<file path="config.mk">
export PLATFORM = sky130hd
export DESIGN_NAME = stepper_keypad_controller_top
export DESIGN_NICKNAME = d
export VERILOG_FILES = /design/src/rtl/core/skc_pkg.sv /design/src/rtl/core/skc_front.sv /design/src/rtl/core/skc_job_fifo.sv /design/src/rtl/core/skc_back.sv /design/src/rtl/core/stepper_keypad_controller_top.sv
export SDC_FILE = /design/constraint.sdc
export NUM_CORES = 1
export LEC_CHECK = 0
export ABC_AREA = 1
export BUFFER_PORTS_ARGS = -buffer_cell sky130_fd_sc_hd__buf_2
export CAP_MARGIN = 15
export CORE_MARGIN = 2
export CORE_UTILIZATION = 60
export DETAILED_ROUTE_END_ITERATION = 12
export PLACE_DENSITY = 0.76
export SLEW_MARGIN = 10
export SYNTH_ARGS = -nofsm -noshare
export SYNTH_HDL_FRONTEND = slang
export SYNTH_SLANG_ARGS = --single-unit
</file>
<file path="constraint.sdc">
create_clock -name i_clk -period 3.7 [get_ports i_clk]
set_input_delay 0.185 -clock i_clk [delete_from_list [all_inputs] [get_ports i_clk]]
set_output_delay 0.185 -clock i_clk [all_outputs]
set_load 0.05 [all_outputs]
</file>
<file path="src/rtl/core/skc_pkg.sv">
// Shared types, codes and byte tables for the stepper keypad controller.
`timescale 1ns / 1ps
package skc_pkg;

    localparam int JOB_DEPTH_DEF = 4;

    localparam logic [1:0] DIR_STOP  = 2'd0;
    localparam logic [1:0] DIR_LEFT  = 2'd1;
    localparam logic [1:0] DIR_RIGHT = 2'd2;

    localparam logic [1:0] KIND_CMD   = 2'd0;
    localparam logic [1:0] KIND_CHAR  = 2'd1;
    localparam logic [1:0] KIND_PHASE = 2'd2;

    localparam logic [7:0] KEY_UP    = 8'h32;
    localparam logic [7:0] KEY_DOWN  = 8'h38;
    localparam logic [7:0] KEY_LEFT  = 8'h34;
    localparam logic [7:0] KEY_RIGHT = 8'h36;
    localparam logic [7:0] KEY_STOP  = 8'h35;

    localparam logic [7:0] LCD_CLEAR  = 8'h01;
    localparam logic [7:0] ASCII_ZERO = 8'h30;

    localparam logic [3:0] SPEED_MIN   = 4'd1;
    localparam logic [3:0] SPEED_MAX   = 4'd9;
    localparam logic [3:0] SPEED_RESET = 4'd5;
    localparam logic [3:0] DELAY_BASE  = 4'd11;

    typedef struct packed {
        logic       is_phase;
        logic [3:0] pattern;
        logic [1:0] dir;
        logic [3:0] speed;
    } t_job;

    typedef struct packed {
        logic [1:0] kind;
        logic [7:0] data;
        logic       last;
    } t_res;

    function automatic logic [3:0] phase_pat(input logic [1:0] d, input logic [1:0] idx);
        logic [3:0] p;
        p = 4'h0;
        case (idx)
            2'd0: p = 4'hC;
            2'd1: p = (d == DIR_RIGHT) ? 4'h9 : 4'h6;
            2'd2: p = 4'h3;
            2'd3: p = (d == DIR_RIGHT) ? 4'h6 : 4'h9;
            default: p = 4'h0;
        endcase
        return p;
    endfunction

    function automatic logic [7:0] dir_char(input logic [1:0] d, input logic [2:0] k);
        logic [7:0] c;
        c = 8'h20;
        if (d == DIR_RIGHT) begin
            case (k)
                3'd0: c = "R";
                3'd1: c = "I";
                3'd2: c = "G";
                3'd3: c = "H";
                3'd4: c = "T";
                default: c = " ";
            endcase
        end else if (d == DIR_LEFT) begin
            case (k)
                3'd0: c = "L";
                3'd1: c = "E";
                3'd2: c = "F";
                3'd3: c = "T";
                default: c = " ";
            endcase
        end else begin
            case (k)
                3'd0: c = "S";
                3'd1: c = "T";
                3'd2: c = "O";
                3'd3: c = "P";
                default: c = " ";
            endcase
        end
        return c;
    endfunction

    function automatic logic [7:0] speed_char(input logic [2:0] k);
        logic [7:0] c;
        c = 8'h20;
        case (k)
            3'd0: c = "S";
            3'd1: c = "P";
            3'd2: c = "E";
            3'd3: c = "E";
            3'd4: c = "D";
            default: c = "=";
        endcase
        return c;
    endfunction

    // One byte of the display request at position idx.
    function automatic t_res disp_byte(input logic [1:0] d, input logic [3:0] spd,
                                       input logic [3:0] idx);
        t_res       r;
        logic [3:0] dlen;
        logic [3:0] k;
        dlen = (d == DIR_RIGHT) ? 4'd6 : 4'd5;
        r.kind = KIND_CHAR;
        r.last = 1'b0;
        r.data = LCD_CLEAR;
        if (idx == 4'd0) begin
            r.kind = KIND_CMD;
        end else if (idx <= dlen) begin
            k = idx - 4'd1;
            r.data = dir_char(d, k[2:0]);
        end else if (idx <= dlen + 4'd6) begin
            k = idx - dlen - 4'd1;
            r.data = speed_char(k[2:0]);
        end else begin
            r.data = ASCII_ZERO + {4'd0, spd};
            r.last = 1'b1;
        end
        return r;
    endfunction

endpackage

</file>
<file path="src/rtl/core/skc_front.sv">
// Front end: accepts ticks and keys, keeps speed/direction/step timing, issues jobs.
`timescale 1ns / 1ps
module skc_front (
    input  logic          i_clk,
    input  logic          i_rst_n,
    input  logic          i_accept,
    input  logic          i_cmd,
    input  logic [7:0]    i_key_code,
    output logic          o_job_push,
    output skc_pkg::t_job o_job
);
    import skc_pkg::*;

    logic [3:0] r_speed, n_speed;
    logic [1:0] r_dir, n_dir;
    logic [1:0] r_cyc_dir, n_cyc_dir;
    logic [1:0] r_phase, n_phase;
    logic [3:0] r_delay, n_delay;
    logic       job_valid;
    logic [1:0] cd;

    always_comb begin
        n_speed   = r_speed;
        n_dir     = r_dir;
        n_cyc_dir = r_cyc_dir;
        n_phase   = r_phase;
        n_delay   = r_delay;
        job_valid = 1'b0;
        cd        = (r_phase == 2'd0) ? r_dir : r_cyc_dir;
        o_job.is_phase = !i_cmd;
        o_job.pattern  = phase_pat(cd, r_phase);
        if (!i_cmd) begin
            if (r_delay > 4'd1) begin
                n_delay = r_delay - 4'd1;
            end else begin
                n_cyc_dir = cd;
                if (cd == DIR_RIGHT || cd == DIR_LEFT) begin
                    job_valid = 1'b1;
                    n_phase   = r_phase + 2'd1;
                    n_delay   = DELAY_BASE - r_speed;
                end else begin
                    n_delay = 4'd0;
                end
            end
        end else begin
            job_valid = 1'b1;
            case (i_key_code)
                KEY_UP:    if (r_speed < SPEED_MAX) n_speed = r_speed + 4'd1;
                KEY_DOWN:  if (r_speed > SPEED_MIN) n_speed = r_speed - 4'd1;
                KEY_LEFT:  n_dir = DIR_LEFT;
                KEY_RIGHT: n_dir = DIR_RIGHT;
                KEY_STOP:  n_dir = DIR_STOP;
                default:   job_valid = 1'b0;
            endcase
        end
        o_job.dir   = n_dir;
        o_job.speed = n_speed;
    end

    assign o_job_push = i_accept && job_valid;

    always_ff @(posedge i_clk) begin
        if (!i_rst_n) begin
            r_speed   <= SPEED_RESET;
            r_dir     <= DIR_STOP;
            r_cyc_dir <= DIR_STOP;
            r_phase   <= 2'd0;
            r_delay   <= 4'd0;
        end else if (i_accept) begin
            r_speed   <= n_speed;
            r_dir     <= n_dir;
            r_cyc_dir <= n_cyc_dir;
            r_phase   <= n_phase;
            r_delay   <= n_delay;
        end
    end

endmodule

</file>
<file path="src/rtl/core/skc_job_fifo.sv">
// Short job queue between front end and back end.
`timescale 1ns / 1ps
module skc_job_fifo #(
    parameter int DEPTH = skc_pkg::JOB_DEPTH_DEF
) (
    input  logic          i_clk,
    input  logic          i_rst_n,
    input  logic          i_push,
    input  skc_pkg::t_job i_job,
    input  logic          i_pop,
    output logic          o_full,
    output logic          o_empty,
    output skc_pkg::t_job o_job
);
    import skc_pkg::*;

    localparam int PW = (DEPTH > 1) ? $clog2(DEPTH) : 1;
    localparam int CW = $clog2(DEPTH + 1);
    localparam logic [PW-1:0] PTR_LAST = PW'(DEPTH - 1);
    localparam logic [CW-1:0] CNT_FULL = CW'(DEPTH);

    t_job          r_mem [DEPTH];
    logic [PW-1:0] r_wr, r_rd;
    logic [CW-1:0] r_cnt;
    logic          do_push, do_pop;

    assign o_full  = (r_cnt == CNT_FULL);
    assign o_empty = (r_cnt == '0);
    assign o_job   = r_mem[r_rd];
    assign do_push = i_push && !o_full;
    assign do_pop  = i_pop && !o_empty;

    always_ff @(posedge i_clk) begin
        if (do_push) begin
            r_mem[r_wr] <= i_job;
        end
    end

    always_ff @(posedge i_clk) begin
        if (!i_rst_n) begin
            r_wr  <= '0;
            r_rd  <= '0;
            r_cnt <= '0;
        end else begin
            if (do_push) begin
                r_wr <= (r_wr == PTR_LAST) ? '0 : r_wr + PW'(1);
            end
            if (do_pop) begin
                r_rd <= (r_rd == PTR_LAST) ? '0 : r_rd + PW'(1);
            end
            case ({do_push, do_pop})
                2'b10:   r_cnt <= r_cnt + CW'(1);
                2'b01:   r_cnt <= r_cnt - CW'(1);
                default: r_cnt <= r_cnt;
            endcase
        end
    end

endmodule

</file>
<file path="src/rtl/core/skc_back.sv">
// Back end: expands each job into result bytes, one per cycle while the output is popped, into the output register.
`timescale 1ns / 1ps
module skc_back (
    input  logic          i_clk,
    input  logic          i_rst_n,
    input  logic          i_job_empty,
    input  skc_pkg::t_job i_job,
    output logic          o_job_pop,
    input  logic          i_pop,
    output logic          o_valid,
    output logic [1:0]    o_out_kind,
    output logic [7:0]    o_out_byte,
    output logic          o_last
);
    import skc_pkg::*;

    logic [3:0] r_idx;
    logic       r_valid;
    t_res       r_res;
    t_res       nxt;
    logic       load;

    always_comb begin
        if (i_job.is_phase) begin
            nxt.kind = KIND_PHASE;
            nxt.data = {4'd0, i_job.pattern};
            nxt.last = 1'b1;
        end else begin
            nxt = disp_byte(i_job.dir, i_job.speed, r_idx);
        end
    end

    assign load      = !i_job_empty && (!r_valid || i_pop);
    assign o_job_pop = load && nxt.last;

    always_ff @(posedge i_clk) begin
        if (!i_rst_n) begin
            r_valid <= 1'b0;
            r_idx   <= 4'd0;
        end else begin
            if (load) begin
                r_valid <= 1'b1;
                r_idx   <= nxt.last ? 4'd0 : r_idx + 4'd1;
            end else if (i_pop) begin
                r_valid <= 1'b0;
            end
        end
    end

    always_ff @(posedge i_clk) begin
        if (load) begin
            r_res <= nxt;
        end
    end

    assign o_valid    = r_valid;
    assign o_out_kind = r_res.kind;
    assign o_out_byte = r_res.data;
    assign o_last     = r_res.last;

endmodule

</file>
<file path="src/rtl/core/stepper_keypad_controller_top.sv">
// Top level of the stepper keypad controller.
//   channel | direction | handshake    | payload
//   request | in        | push / full  | i_cmd, i_key_code
//   result  | out       | pop / empty  | o_out_kind, o_out_byte, o_last
// A request can follow every cycle while the job queue has room.
// Results leave at one per cycle while pop is high: a known key press gives 13 or 14 display
// bytes and a step tick at most one pattern; the back end's byte sequencer sets the rate.
// Reset: synchronous; speed 5, direction stop, queues empty.
// A stalled pop holds the output register; full rises once the job queue is full.
`timescale 1ns / 1ps
module stepper_keypad_controller_top #(
    parameter int JOB_DEPTH = skc_pkg::JOB_DEPTH_DEF
) (
    input  logic       i_clk,
    input  logic       i_rst_n,
    input  logic       push,
    output logic       full,
    input  logic       i_cmd,
    input  logic [7:0] i_key_code,
    output logic       empty,
    input  logic       pop,
    output logic [1:0] o_out_kind,
    output logic [7:0] o_out_byte,
    output logic       o_last
);
    import skc_pkg::*;

    logic accept;
    logic job_push, job_pop, job_full, job_empty, out_valid;
    t_job job_in, job_out;

    assign accept = push && !job_full;
    assign full   = job_full;
    assign empty  = !out_valid;

    skc_front u_front (
        .i_clk      (i_clk),
        .i_rst_n    (i_rst_n),
        .i_accept   (accept),
        .i_cmd      (i_cmd),
        .i_key_code (i_key_code),
        .o_job_push (job_push),
        .o_job      (job_in)
    );

    skc_job_fifo #(
        .DEPTH (JOB_DEPTH)
    ) u_fifo (
        .i_clk   (i_clk),
        .i_rst_n (i_rst_n),
        .i_push  (job_push),
        .i_job   (job_in),
        .i_pop   (job_pop),
        .o_full  (job_full),
        .o_empty (job_empty),
        .o_job   (job_out)
    );

    skc_back u_back (
        .i_clk       (i_clk),
        .i_rst_n     (i_rst_n),
        .i_job_empty (job_empty),
        .i_job       (job_out),
        .o_job_pop   (job_pop),
        .i_pop       (pop),
        .o_valid     (out_valid),
        .o_out_kind  (o_out_kind),
        .o_out_byte  (o_out_byte),
        .o_last      (o_last)
    );

endmodule

</file>
==> impl_metrics.json <==
{
  "dieArea_sq_um": 8754,
  "finalClockSkew_ps": 7.967,
  "p_leak_nw": 2.463,
  "area_delta_synth_final_pct": 9.410,
  "finalMaxSlewViolations": 0,
  "met1_usage": 0.3250,
  "outcome": "completed",
  "maxSlewHeadroom": 0.5774,
  "rows": 32,
  "critPathTopFamily": "simple AND/OR/NAND/NOR gates",
  "clk_pin_slew_ps": 90,
  "grt_use_met2": 0.4257,
  "insertion_delay_ps": 360,
  "grt_start_max_net_pins": 19,
  "ir_drop_v": 0.0004038,
  "core_area_sq_um": 7767,
  "cap_violations": 0,
  "netlist_area_sq_um": 4813,
  "drcViolationCount": 0,
  "layout.nets": 680,
  "grt_setup_unrepaired": "false",
  "yosysTopAreaCell": "edfxtp_1",
  "drt_wl_total_mm": 9.957,
  "critPathMaxStageDelay_ps": 490,
  "start_kind": "register",
  "fillers": 624,
  "ys_async_sr_fraction": 0,
  "wl_per_cell_um": 13.53,
  "post_cts.repair.setup_buffers": 0,
  "worstSetupEndpointType": "register",
  "timing_worst_slew_pin_value_ps": 627.3,
  "cts_tree": "built",
  "min_path_type": "in -> reg",
  "hold_viol": 0,
  "top_usage_layer": "met2",
  "dominantRegCellSynth": "edfxtp_1",
  "cts-root-buf": "clkbuf_8",
  "synth_commonest_cells": "169 x nand2_1, 85 x inv_1, 54 x edfxtp_1, 54 x nor2_1, 46 x nand3_1",
  "drive_gt1_frac": 0.1151,
  "antenna_found_initial": 0,
  "cts_made_buffers": 9,
  "start_util": 0.6197,
  "cts_sinks": 82,
  "syn_avg_cell_area_sq_um": 8.090,
  "arrival_ps": 3650,
  "syn-num-nets": 646,
  "crit_buf_inv": 3,
  "crit_fanout": 8,
  "finalPower_w": 0.003013,
  "gp_congestion": 0.9787,
  "grt_usage": 0.2478,
  "dp_hpwl_mm": 7.322,
  "yosysMostFrequentCell": "nand2_1",
  "grt_pass1_vias": 3728,
  "final_util": 0.6780,
  "grt.overflow.total": 0,
  "h-tree-depth": 3,
  "path_cells": "inv_2 > nand2_1 > nand3_1 > nand2_1 > nand2_1 > ha_1 > o21bai_1 > nand2_1 > nand2_1 > nand2_1 > nand2_4 > nand2_4 > inv_2 > ha_1 > inv_1 > fa_1 > a21oi_1 > o21ai_0 > o21ai_0 > a21oi_1",
  "die_w_um": 93.57,
  "cts.path.max_buffers": 2,
  "numPortBuffers": 24,
  "drtPass1Iterations": 5,
  "crit_type": "reg -> reg",
  "cts_resized": 0,
  "synthTopCellsByArea": "edfxtp_1 34%, nand2_1 13%, dfxtp_1 12%",
  "min_period_ps": 3400,
  "crit_slowest_cell": "dfxtp_1",
  "pin_count": 26,
  "ys_warn_count": 0,
  "seq_area_frac_synth": 0.4533,
  "diodes": 0,
  "ys_ff_latch": 82,
  "worstPathRequired_ps": 3950,
  "viasPerCell": 5.281,
  "final.setup.tns_ps": 0,
  "fp.dieH_um": 93.57,
  "hold_buffers": 0,
  "finalCritPeriodShare": 0.9190,
  "finalSetupViolCount": 0,
  "use_met3": 0.03223,
  "ys_types": 38,
  "drt_iter0_drc": 248,
  "via_count": 3887,
  "crit_path_frequent_cell": "nand2_1",
  "grt_pass1_wl_mm": 16.91,
  "powerDensity_nw_per_um2": 572.1,
  "fmax_mhz": 294.1,
  "syn-instance-count": 595,
  "ant_nets": 0,
  "synth_edf_count": 54,
  "netlist.area_leader.share": 0.3369
}
-- path summary, 6_finish.rpt --
| kind | startpoint | end | slack [ps] | cells past startpoint |
|---|---|---|---|---|
| max | register | u_fifo.r_cnt[2]$_SDFFE_PN0P_ | 300 | 20 |
| min | i_rst_n | u_fifo.r_wr[0]$_SDFFE_PN0P_ | 160 | 3 |
| max reg2reg | register | u_fifo.r_cnt[2]$_SDFFE_PN0P_ | 300 | 20 |
| min reg2reg | u_fifo.r_cnt[2]$_SDFFE_PN0P_ | u_fifo.r_cnt[2]$_SDFFE_PN0P_ | 520 | 2 |
-- metal layers --
layer	up-vias	share of wire
li1	1978	-
met1	1797	0.46
met2	101	0.48
met3	11	0.047
met4	0	0.016
met5	-	0
-- worst min-delay path, stage by stage --
cell	delay (ps)
buf_2	180
nand2_1	90
nor2_1	30
-- report_power, final --
group / internal (W) / switching, W / leakage [nW] / total, W
logic: 0.000380 / 0.000848 / 1.65 / 0.00123
clock network: 0.000262 / 0.000364 / 0.0984 / 0.000627
registers: 0.00109 / 0.0000685 / 0.714 / 0.00116
-- metrics by stage --
step	setup WS, ps	cell area, sq um	hold WS [ps]	instances
after floorplan	568.0	4813	326.2	595
after global placement	522.7	5074	474.4	720
after detailed placement	356.0	5074	497.4	720
after CTS	319.1	5266	158.2	736
after global routing	26.88	5266	176.3	736
final	299.7	5266	164.5	736
-- flip-flops by register name, indices dropped and copies added (netlist names), named ones only --
name,flops
u_fifo.r_rd,2
u_front.r_cyc_dir,2
u_back.o_last,1
u_back.o_valid,1
u_fifo.r_wr,2
u_front.r_phase,2
u_fifo.r_mem,44
u_back.o_out_kind,2
u_front.r_dir,2
u_back.o_out_byte,7
u_fifo.r_cnt,3
u_front.r_speed,4
u_back.r_idx,4
u_front.r_delay,4
-- area by class of cell --
cell class | instances | area (sq um) | share of cell area
Clock inverter | 7 | 68.82 | 0.01307
Multi-Input combinational cell | 413 | 2235 | 0.4243
Clock buffer | 9 | 123.9 | 0.02352
Tap cell | 102 | 127.6 | 0.02423
Inverter | 89 | 334.1 | 0.06344
Timing Repair Buffer | 34 | 195.2 | 0.03706
Sequential cell | 82 | 2182 | 0.4143
-- logic make-up (layout without fill, tap and decap cells) --
family / after synthesis / count (layout) / share of synthesized area
other: 1 / 1 / 0.0007791
multiplexers: 1 / 1 / 0.002080
AND/OR/NAND/NOR: 296 / 296 / 0.2667
adder cells (fa/ha/maj): 38 / 38 / 0.1019
flip-flops: 82 / 82 / 0.4533
XOR/XNOR: 5 / 5 / 0.009100
AO/OA/AOI/OAI: 72 / 72 / 0.08370
buffers and inverters: 100 / 139 / 0.08240
-- cells in the final DEF (no fill, tap or decap), drive strengths merged --
| cell | n |
|---|---|
| o21bai | 2 |
| a31oi | 2 |
| edfxtp | 54 |
| nor3 | 6 |
| or2 | 2 |
| o22ai | 4 |
| mux2i | 1 |
| xor2 | 2 |
| clkinv | 3 |
| nand3b | 2 |
| nand2 | 179 |
| dfxtp | 28 |
| clkbuf | 9 |
| nand3 | 47 |
| o211ai | 1 |
| nor2 | 56 |
| conb | 1 |
| nand4 | 4 |
| buf | 34 |
| inv | 93 |
| fa | 2 |
| ha | 36 |
| a21oi | 30 |
| xnor2 | 3 |
| o21ai | 33 |
Note: power is estimated with default switching activity, not from simulation.
